==> src/fts_ram.sv <==
// ----------------------------------------------------------------------------
// fts_ram
// Generic simple dual-port RAM, one write and one registered read port.
// ----------------------------------------------------------------------------
module fts_ram #(
  parameter int WIDTH = 8,
  parameter int DEPTH = 16
) (
  input  logic                     clk,
  input  logic                     we,
  input  logic [$clog2(DEPTH)-1:0] waddr,
  input  logic [WIDTH-1:0]         wdata,
  input  logic                     re,
  input  logic [$clog2(DEPTH)-1:0] raddr,
  output logic [WIDTH-1:0]         rdata
);

  logic [WIDTH-1:0] mem [DEPTH];

  // Write port
  always_ff @(posedge clk) begin
    if (we) begin
      mem[waddr] <= wdata;
    end
  end

  // Registered read port
  always_ff @(posedge clk) begin
    if (re) begin
      rdata <= mem[raddr];
    end
  end

endmodule

==> config.mk <==
export PLATFORM = sky130hd
export DESIGN_NAME = fts_ram
export DESIGN_NICKNAME = d
export VERILOG_FILES = /design/src/fts_ram.sv
export SDC_FILE = /design/constraint.sdc
export NUM_CORES = 1
export LEC_CHECK = 0
export BUFFER_PORTS_ARGS = -buffer_cell sky130_fd_sc_hd__clkbuf_2
export CORE_ASPECT_RATIO = 1.25
export CORE_MARGIN = 3
export CORE_UTILIZATION = 40
export DETAILED_ROUTE_END_ITERATION = 8
export PLACE_DENSITY_LB_ADDON = 0.2
export SYNTH_ARGS = -nofsm -noshare
export SYNTH_HDL_FRONTEND = slang
export SYNTH_SLANG_ARGS = --single-unit
==> constraint.sdc <==
create_clock -name clk -period 2.1 [get_ports clk]
set_input_delay 0.315 -clock clk [delete_from_list [all_inputs] [get_ports clk]]
set_output_delay 0.315 -clock clk [all_outputs]
set_load 0.02 [all_outputs]
* Word level (Yosys, flattened, before mapping)
Memory sizes are Yosys's and may differ from the RTL's. A register that Yosys moved wholly into a read port is not among the register bits. Index checks and enable logic that the tools add are counted.
Storage, ports and cells: bits in registers 0, output and inout port bits 8, memories kept 1, memory bits (writable) 128, logic and storage cells 3
Memories:
- mem | depth 16, width 8, read ports 1, clocked after memory_dff 1, write ports 1, line 18 | logic [WIDTH-1:0] mem [DEPTH];
Cells by class: multiplexer cells 2
Operator list (count):
- two-way mux 1 bit | 2

* Logic depth before layout (Yosys ltp)
Gate-level depths: netlist of run 1.
word-level depth 2, depth in mapped cells 5, mapped depth without buffers 3

* Worst setup path before layout of run 1
Ideal clock, no wire load.
path kind input-to-reg, start in waddr[2], end mem mem[0][0] (enable), data arrival time 1.425 ns, setup slack 0.292 ns, cell stages on the path 2, cells stage by stage or3b_2 nor3_1
RTL lines:
- start: declaration | line 11 | input logic [$clog2(DEPTH)-1:0] waddr,
- end: declaration | line 18
Straight into the memory's write port.

==> metrics.yaml, run 1 <==
status: "finished clean"
stdcell_count: 470
grt_setup_unrepaired: "false"
synth-simple-area-share: 0.0314
drcViolationCount: 0
std_cell_rows: 46
via_count: 2471
synthTopCellsByArea: "edfxtp_1 78%, mux4_2 7.8%, mux4_1 7.0%"
place_area_um2: 5690
design_area_um2: 6280
p_leak_nw: 2.13
pin_count: 27
grtUsageTotal: 0.158
finalMaxSlewViolations: 0
core_um2: 12700
critPathLaunchType: "flop"
areaGrowthSynthToFinish_pct: 20.1
critPathMaxStageDelay_ps: 490
die_area_um2: 14500
grt_overflow: 0
syn_area_um2: 5230
holdCritPathClass: "in2reg"
synth_top_family_by_area: "multiplexers"
grt_pass1_vias: 2661
ys_seq_area_frac: 0.781
root_buffer: "clkbuf_16"
final.setup_skew_ps: 11.5
hpwl_um: 6760
n_antenna_cell: 0
initial_core_util: 0.411
synth_area_per_cell_um2: 22.8
synth_seq_cells: 136
timing.rr.end: "rdata[4]$_DFFE_PP_"
avgRoutedWirePerCell_um: 22.2
final-seq-area_um2: 4080
cts_resized: 0
ys_types: 18
layout_commonest_cell: "edfxtp_1"
drt_wl_total_um: 10400
setup_viol: 0
vias_per_cell: 5.26
arrival_ps: 1710
required_ps: 2250
final_util: 0.494
min_delay_path_depth: 1
dr.pass1.iters: 4
numCtsBuffers: 17
slew_headroom: 0.679
drt_iter0_drc: 121
ant_nets: 0
nets: 308
syn-num-nets: 248
yosysWarnings: 0
final_cell_mix: "136 x edfxtp_1, 26 x clkbuf_2, 23 x buf_4, 18 x mux4_2, 17 x clkbuf_16"
synthMuxAreaShare: 0.148
die_x_um: 108
synth_xor_area_frac: 0
hold_viol: 0
cts-hold-fix-buffers: 0
power_mw: 6.26
dp.cells: 438
worstReg2RegStart: "mem[3][4]$_DFFE_PP_"
synth_top_area_frac: 0.781
hold_start: "wdata[0]"
grt_start_max_net_pins: 33
clock_path_buffers: 2
fin_crit_sh: 0.742
cts.sinks: 136
cp_max_fo: 1
fin_hold_ws_ps: 314
drive_gt1_frac: 0.325
cts.htree.levels: 4
layout_setup_ws_ps: 541
multiInputGateArea_um2: 1060
worstSetupPathType: "reg2reg"
reg2reg_slack_ps: 540
max_cap_violations: 0
yosys.area_share.adder: 0
path_cells: "mux4_2, a22oi_1, nand2_1"
worstMarginPinSlew_ps: 482
min_period_ps: 1560
hold_end: "mem[0][0]$_DFFE_PP_"
setup.worst_path.end_class: "flop"
cts_tree: "done"
clock_latency_ps: 410
synth_compound_area_frac: 0.0230
tns_ps: 0
cts_setup_buffers: 0
rr_worst_depth: 3
power_density_nw_per_um2: 997
clkTransAtPathRegs_ps: 60
ir_drop_uv: 598
place_congestion: 0.782
antenna_found_initial: 0
fill_cells: 1004
pre_cts_ws_ps: 143
die_h_um: 134
synth_top_area_cell: "edfxtp_1"
port_buffers: 26
cp_slowest_cell: "mux4_2"
synthCells: 229
grt_pass1_wl_um: 16100
max_freq_ghz: 0.641
[worst max-delay path: cells and delay by family (launching register included)]
kind	cells	cell delay (ps)
flip-flops	1	370
AO/OA/AOI/OAI	1	340
AND/OR/NAND/NOR	1	90
multiplexers	1	490
[metal layers]
metal,track usage,vias to the layer above,wire (um)
met2,0.249,84,5510
met4,0.0632,0,94
met1,0.212,1285,4260
li1,-,1096,-
met5,0,-,0
met3,0.0414,6,556
[sequential cells by signal, indices dropped and copies added, names as in the netlist]
| signal | cells |
|---|---|
| mem | 128 |
| rdata | 8 |
[Yosys cell counts (all sizes together)]
master,instances
nor2,13
nand3,1
a22oi,16
nor3,4
and2b,1
nand2b,2
clkdlybuf4s25,3
or3b,1
nand3b,2
mux4,32
and2,1
nor2b,1
buf,7
nand2,9
edfxtp,136
[how the worst max path moves through the flow]
stage | from | slack, ps | to | depth (start not counted)
floorplan | waddr[2] | 290 | mem[0][0]$_DFFE_PP_ | 2
global placement | raddr[0] | 170 | rdata[5]$_DFFE_PP_ | 5
detailed placement | raddr[0] | 140 | rdata[5]$_DFFE_PP_ | 5
CTS | mem[3][4]$_DFFE_PP_ | 520 | rdata[4]$_DFFE_PP_ | 3
global route | mem[3][4]$_DFFE_PP_ | 430 | rdata[4]$_DFFE_PP_ | 3
finish | mem[3][4]$_DFFE_PP_ | 540 | rdata[4]$_DFFE_PP_ | 3
[cell families (layout without fill, tap and decap cells)]
family	count (synthesis)	in the layout
mux	32	32
compound gates	16	16
buf+inv	10	83
flops	136	136
simple gates	35	35
[power by group]
group          internal (mW)  leakage (nW)  switching [mW]
clock                   1.84         0.279            1.05
combinational          0.124         0.619           0.174
sequential              3.06          1.24          0.0153
[layout make-up]
| type | count | share of cell area |
|---|---|---|
| Clock inverter | 15 | 0.0255 |
| Timing Repair Buffer | 51 | 0.0546 |
| Multi-Input combinational cell | 83 | 0.168 |
| Sequential cell | 136 | 0.650 |
| Clock buffer | 17 | 0.0677 |
| Tap cell | 168 | 0.0335 |
Power figures use the tool's default switching activity.
==> run 2, diff against run 1 <==
Settings changed: ABC_AREA from default to 1.
Clock period 2.1 ns to 1.3 ns, I/O delays scaled along.
==> metrics.yaml, run 2 <==
arrival_ps: 1010  # was 1710 ps
synthMuxAreaShare: 0  # was 0.148
drcViolationCount: 0  # unchanged
cp_max_fo: 1  # unchanged
layout_commonest_cell: "nand2_1"  # was edfxtp_1
root_buffer: "clkbuf_16"  # unchanged
areaGrowthSynthToFinish_pct: 18.1  # was 20.1%
synth_compound_area_frac: 0  # was 0.0230
synth_edf_count: 136  # unchanged
drt_iter0_drc: 226  # was 121
cpLargestDelayFamily: "flip-flops"  # was multiplexers
std_cell_rows: 48  # was 46
top_regs: "mem: 128 flops, rdata: 8 flops"  # unchanged
grt_overflow: 0  # unchanged
fin_crit_sh: 0.925
dp.cells: 757  # was 438
grt_pass1_wl_um: 20700  # was 16,100 um
final_cell_mix: "173 x nand2_1, 136 x edfxtp_1, 100 x inv_1, 97 x nand3_1, 26 x clkbuf_2"  # was 136 x edfxtp_1, 26 x clkbuf_2, 23 x buf_4, 18 x mux4_2, 17 x clkbuf_16
synthCells: 551  # was 229
cts_tree: "done"  # unchanged
holdCritPathClass: "in2reg"  # unchanged
nets: 620  # was 308
dr.pass1.iters: 5  # was 4
path_cells: "clkbuf_2"  # was mux4_2, a22oi_1, nand2_1
timing.rr.end: "rdata[4]$_DFFE_PP_"  # unchanged
largest_register_ffs: 128  # unchanged
status: "finished clean"  # unchanged
worstReg2RegStart: "mem[11][4]$_DFFE_PP_"  # was mem[3][4]$_DFFE_PP_
clock_latency_ps: 410  # about the same
drive_gt1_frac: 0.139  # was 0.325
max_cap_violations: 0  # unchanged
hpwl_um: 8440  # was 6760 um
ys_seq_area_frac: 0.698  # was 0.781
synthTopCellsByArea: "edfxtp_1 70%, nand2_1 11%, nand3_1 8.3%"  # was edfxtp_1 78%, mux4_2 7.8%, mux4_1 7.0%
cts_setup_buffers: 0  # unchanged
worstMarginPinSlew_ps: 414  # was 482 ps
power_density_nw_per_um2: 1490  # was 997 nW/um^2
hold_viol: 0  # unchanged
critPathLaunchType: "flop"  # unchanged
ys_types: 11  # was 18
clock_path_buffers: 2  # unchanged
synth_top_area_cell: "edfxtp_1"  # unchanged
synth_xor_area_frac: 0  # unchanged
stdcell_count: 788  # was 470
p_leak_nw: 2.97  # was 2.13 nW
syn_area_um2: 5850  # was 5230 um^2
worstSetupPathType: "reg2out"  # was reg2reg
yosysWarnings: 0  # unchanged
cts.sinks: 136  # unchanged
power_mw: 10.3  # was 6.26 mW
cts_resized: 0  # unchanged
clkTransAtPathRegs_ps: 60  # about the same
die_h_um: 141  # was 134 um
crit_start: "rdata[1]$_DFFE_PP_"  # was mem[3][4]$_DFFE_PP_
cts-hold-fix-buffers: 0  # unchanged
cp_num_buf_inv: 1  # was 0
avgRoutedWirePerCell_um: 16.5  # was 22.2 um
synth_most_common_cell: "nand2_1"  # was edfxtp_1
max_freq_ghz: 0.832
yosys.area_share.adder: 0  # unchanged
slew_headroom: 0.724  # was 0.679
min_period_ps: 1200
numCtsBuffers: 17  # unchanged
final.setup_skew_ps: 10.3  # was 11.5 ps
cp_num_cells: 1  # was 3
synth_top_family_by_area: "simple AND/OR/NAND/NOR gates"  # was multiplexers
via_count: 3863  # was 2,471
port_buffers: 26  # unchanged
cts.htree.levels: 4  # unchanged
synth_top_area_frac: 0.698  # was 0.781
fin_hold_ws_ps: 223  # was 314 ps
antenna_found_initial: 0  # unchanged
ant_nets: 0  # unchanged
synth_area_per_cell_um2: 10.6  # was 22.8 um^2
required_ps: 1110  # was 2250 ps
crit_end: "rdata[1]"  # was rdata[4]$_DFFE_PP_
critPathMaxStageDelay_ps: 420  # was 490 ps
synth_async_sr_flop_share: 0  # unchanged
vias_per_cell: 4.90  # was 5.26
die_area_um2: 16100  # was 14,500 um^2
die_x_um: 114  # was 108 um
rr_worst_depth: 6  # was 3
finalMaxSlewViolations: 0  # unchanged
cp_slowest_cell: "edfxtp_1"  # was mux4_2
grt_start_max_net_pins: 36  # was 33
pin_count: 27  # unchanged
setup_viol: 0  # unchanged
place_congestion: 0.785  # was 0.782
grtUsageTotal: 0.172  # was 0.158
setup.worst_path.end_class: "primary output"  # was flop
hold_start: "wdata[2]"  # was wdata[0]
reg2reg_slack_ps: 210  # was 540 ps
top_register: "mem"  # unchanged
core_um2: 14100  # was 12,700 um^2
syn-num-nets: 570  # was 248
grt_pass1_vias: 3789  # was 2,661
synth_common_cells: "173 x nand2_1, 136 x edfxtp_1, 100 x inv_1"  # was 136 x edfxtp_1, 18 x mux4_2, 16 x a22oi_1
synth-simple-area-share: 0.208  # was 0.0314
ys.flop_type: "edfxtp_1"  # unchanged
n_antenna_cell: 0  # unchanged
synth_seq_cells: 136  # unchanged
drt_wl_total_um: 13000  # was 10,400 um
initial_core_util: 0.416  # was 0.411
ir_drop_uv: 771  # was 598 uV
grt_setup_unrepaired: "false"  # unchanged
run 2: changes by cell type after synthesis, sizes merged, moves of 2 or more:
cell,previous run,this run
nand2,9,173
inv,0,102
nand3,1,97
mux4,32,0
buf,7,24
a22oi,16,0
nor2,13,17
nor3,4,0
clkdlybuf4s25,3,0
nand2b,2,0
run 2: final cells by class:
class,instances,area (um^2)
fill,1326,7150
inverter,102,383
clock buffer,17,425
sequential,136,4080
clock inverter,14,159
multi-input combinational,289,1210
tap,175,219
timing repair buffer,55,423
run 2: worst min path at each step:
stage	end	slack [ps]	cells past startpoint
2_1_floorplan	mem[0][0]$_DFFE_PP_	290	0
3_3_place_gp	rdata[0]$_DFFE_PP_	640	1
3_5_place_dp	rdata[0]$_DFFE_PP_	640	1
4_1_cts	rdata[4]$_DFFE_PP_	220	1
5_1_grt	rdata[1]$_DFFE_PP_	240	1
6_report	mem[7][2]$_DFFE_PP_	220	1
run 2: cell families (layout without fill, tap and decap cells):
group | after synthesis | count (layout)
AND/OR/NAND/NOR | 289 | 289
flip-flops | 136 | 136
buffers and inverters | 126 | 188
run 2: per-stage QoR:
stage | setup slack [ps] | setup TNS [ps] | instance area (um^2) | utilization
global placement | -72.4 | -231 | 6320 | 0.450
detailed placement | -77.9 | -293 | 6320 | 0.450
CTS | 79.5 | 0 | 6910 | 0.491
global route | 65.6 | 0 | 6910 | 0.491
floorplan | 154 | 0 | 5850 | -
finish | 97.6 | 0 | 6910 | 0.491
run 2: per-layer routing:
| metal | routed length (um) | vias to the layer above | GRT usage |
|---|---|---|---|
| met2 | 6640 | 101 | 0.287 |
| met3 | 572 | 24 | 0.0395 |
| met4 | 247 | 0 | 0.0625 |
| li1 | - | 1876 | - |
| met5 | 0 | - | 0 |
| met1 | 5530 | 1862 | 0.219 |
run 2: report_power, final:
part | internal, mW | total, mW | switching, mW
combinational | 0.207 | 0.636 | 0.429
sequential | 4.94 | 4.97 | 0.0297
clock | 2.97 | 4.72 | 1.74
==> run 3, diff against run 2 <==
Settings changed: CORE_UTILIZATION 40 to 35.
==> metrics.yaml, run 3 (synthesis gave the netlist of run 2 again) <==
status: "finished clean"  # unchanged
finalMaxSlewViolations: 0  # unchanged
arrival_ps: 1020  # was 1010 ps
holdCritPathClass: "in2reg"  # unchanged
setup_viol: 0  # unchanged
place_congestion: 0.780  # was 0.785
top_regs: "mem: 128 flops, rdata: 8 flops"  # unchanged
pin_count: 27  # unchanged
p_leak_nw: 3.02  # was 2.97 nW
cts.sinks: 136  # unchanged
max_freq_ghz: 0.820  # was 0.832 GHz
cp_max_fo: 1  # unchanged
areaGrowthSynthToFinish_pct: 19.9  # was 18.1%
numCtsBuffers: 17  # unchanged
worstMarginPinSlew_ps: 642  # was 414 ps
worstReg2RegStart: "mem[5][3]$_DFFE_PP_"  # was mem[11][4]$_DFFE_PP_
ir_drop_uv: 863  # was 771 uV
root_buffer: "clkbuf_16"  # unchanged
path_cells: "clkbuf_2"  # unchanged
final.setup_skew_ps: 10.2  # was 10.3 ps
die_area_um2: 18300  # was 16,100 um^2
die_x_um: 122  # was 114 um
layout_commonest_cell: "nand2_1"  # unchanged
clock_latency_ps: 410  # about the same
drt_wl_total_um: 13100  # was 13,000 um
grt_overflow: 0  # unchanged
vias_per_cell: 4.53  # was 4.90
power_mw: 10.7  # was 10.3 mW
largest_register_ffs: 128  # unchanged
cts-hold-fix-buffers: 0  # unchanged
initial_core_util: 0.359  # was 0.416
crit_start: "rdata[4]$_DFFE_PP_"  # was rdata[1]$_DFFE_PP_
cts_tree: "done"  # unchanged
clkTransAtPathRegs_ps: 60  # about the same
grtUsageTotal: 0.154  # was 0.172
tns_ps: 0  # unchanged
n_antenna_cell: 0  # unchanged
avgRoutedWirePerCell_um: 15.8  # was 16.5 um
grt_start_max_net_pins: 33  # was 36
design_area_um2: 7010  # was 6910 um^2
drive_gt1_frac: 0.136  # was 0.139
cpLargestDelayFamily: "flip-flops"  # unchanged
critPathLaunchType: "flop"  # unchanged
cts_resized: 0  # unchanged
setup.worst_path.end_class: "primary output"  # unchanged
top_register: "mem"  # unchanged
fill_cells: 1538  # was 1,326
hold_viol: 0  # unchanged
max_cap_violations: 0  # unchanged
grt_setup_unrepaired: "false"  # unchanged
cp_slowest_cell: "edfxtp_1"  # unchanged
hold_start: "re"  # was wdata[2]
drt_iter0_drc: 297  # was 226
cts_setup_buffers: 0  # unchanged
min_period_ps: 1220  # was 1200 ps
grt_pass1_vias: 3806  # was 3,789
required_ps: 1110  # about the same
cts.htree.levels: 4  # unchanged
std_cell_rows: 52  # was 48
critPathMaxStageDelay_ps: 430  # was 420 ps
grt_pass1_wl_um: 21000  # was 20,700 um
via_count: 3765  # was 3,863
power_density_nw_per_um2: 1520  # was 1490 nW/um^2
slew_headroom: 0.571  # was 0.724
dr.pass1.iters: 4  # was 5
nets: 623  # was 620
place_area_um2: 6400  # was 6320 um^2
ant_nets: 0  # unchanged
die_h_um: 151  # was 141 um
port_buffers: 26  # unchanged
cp_num_buf_inv: 1  # unchanged
core_um2: 16300  # was 14,100 um^2
worstSetupPathType: "reg2out"  # unchanged
hpwl_um: 8940  # was 8440 um
antenna_found_initial: 0  # unchanged
drcViolationCount: 0  # unchanged
final_util: 0.431  # was 0.491
fin_crit_sh: 0.938  # was 0.925
final_cell_mix: "173 x nand2_1, 136 x edfxtp_1, 100 x inv_1, 97 x nand3_1"  # was 173 x nand2_1, 136 x edfxtp_1, 100 x inv_1, 97 x nand3_1, 26 x clkbuf_2
clock_path_buffers: 2  # unchanged
==> run 3: cell types whose count changed in the layout (fill, tap and decap cells not counted), sizes merged <==
cell | previous run | this run
clkinvlp | 7 | 0
clkinv | 4 | 6
bufinv | 3 | 5
buf | 29 | 32
clkbuf | 43 | 46
==> run 3: report_power, final <==
group          internal (mW)  total (mW)  switching (mW)
combinational          0.212       0.643           0.431
sequential              4.94        4.97          0.0309
clock                   3.36        5.04            1.68
==> run 3: per-layer routing <==
metal  wire [um]  track usage  vias up
li1            -            -     1893
met1        5890        0.200     1806
met2        6730        0.259       60
met3         410       0.0312        6
met4         112       0.0471        0
met5           0            0        -
==> run 3: layout make-up <==
class                           count  area [um^2]  share of cell area
Multi-Input combinational cell    289         1210               0.173
Timing Repair Buffer               58          445              0.0635
Tap cell                          216          270              0.0385
Inverter                          102          383              0.0546
Clock inverter                     11          179              0.0255
Sequential cell                   136         4080               0.582
Clock buffer                       20          437              0.0623
==> run 3: worst paths after layout <==
path / to / slack [ps] / cells past startpoint
max: rdata[4] / 80 / 1
min: rdata[0]$_DFFE_PP_ / 220 / 1
max reg2reg: rdata[3]$_DFFE_PP_ / 180 / 6
min reg2reg: rdata[7]$_DFFE_PP_ / 750 / 6
==> run 3: through the flow <==
stage	hold WS, ps	setup WS [ps]	cells
5_1_grt	208	45.6	832
3_3_place_gp	632	-107	801
3_5_place_dp	636	-135	801
2_1_floorplan	294	154	551
4_1_cts	210	63.4	832
6_report	225	80.3	832
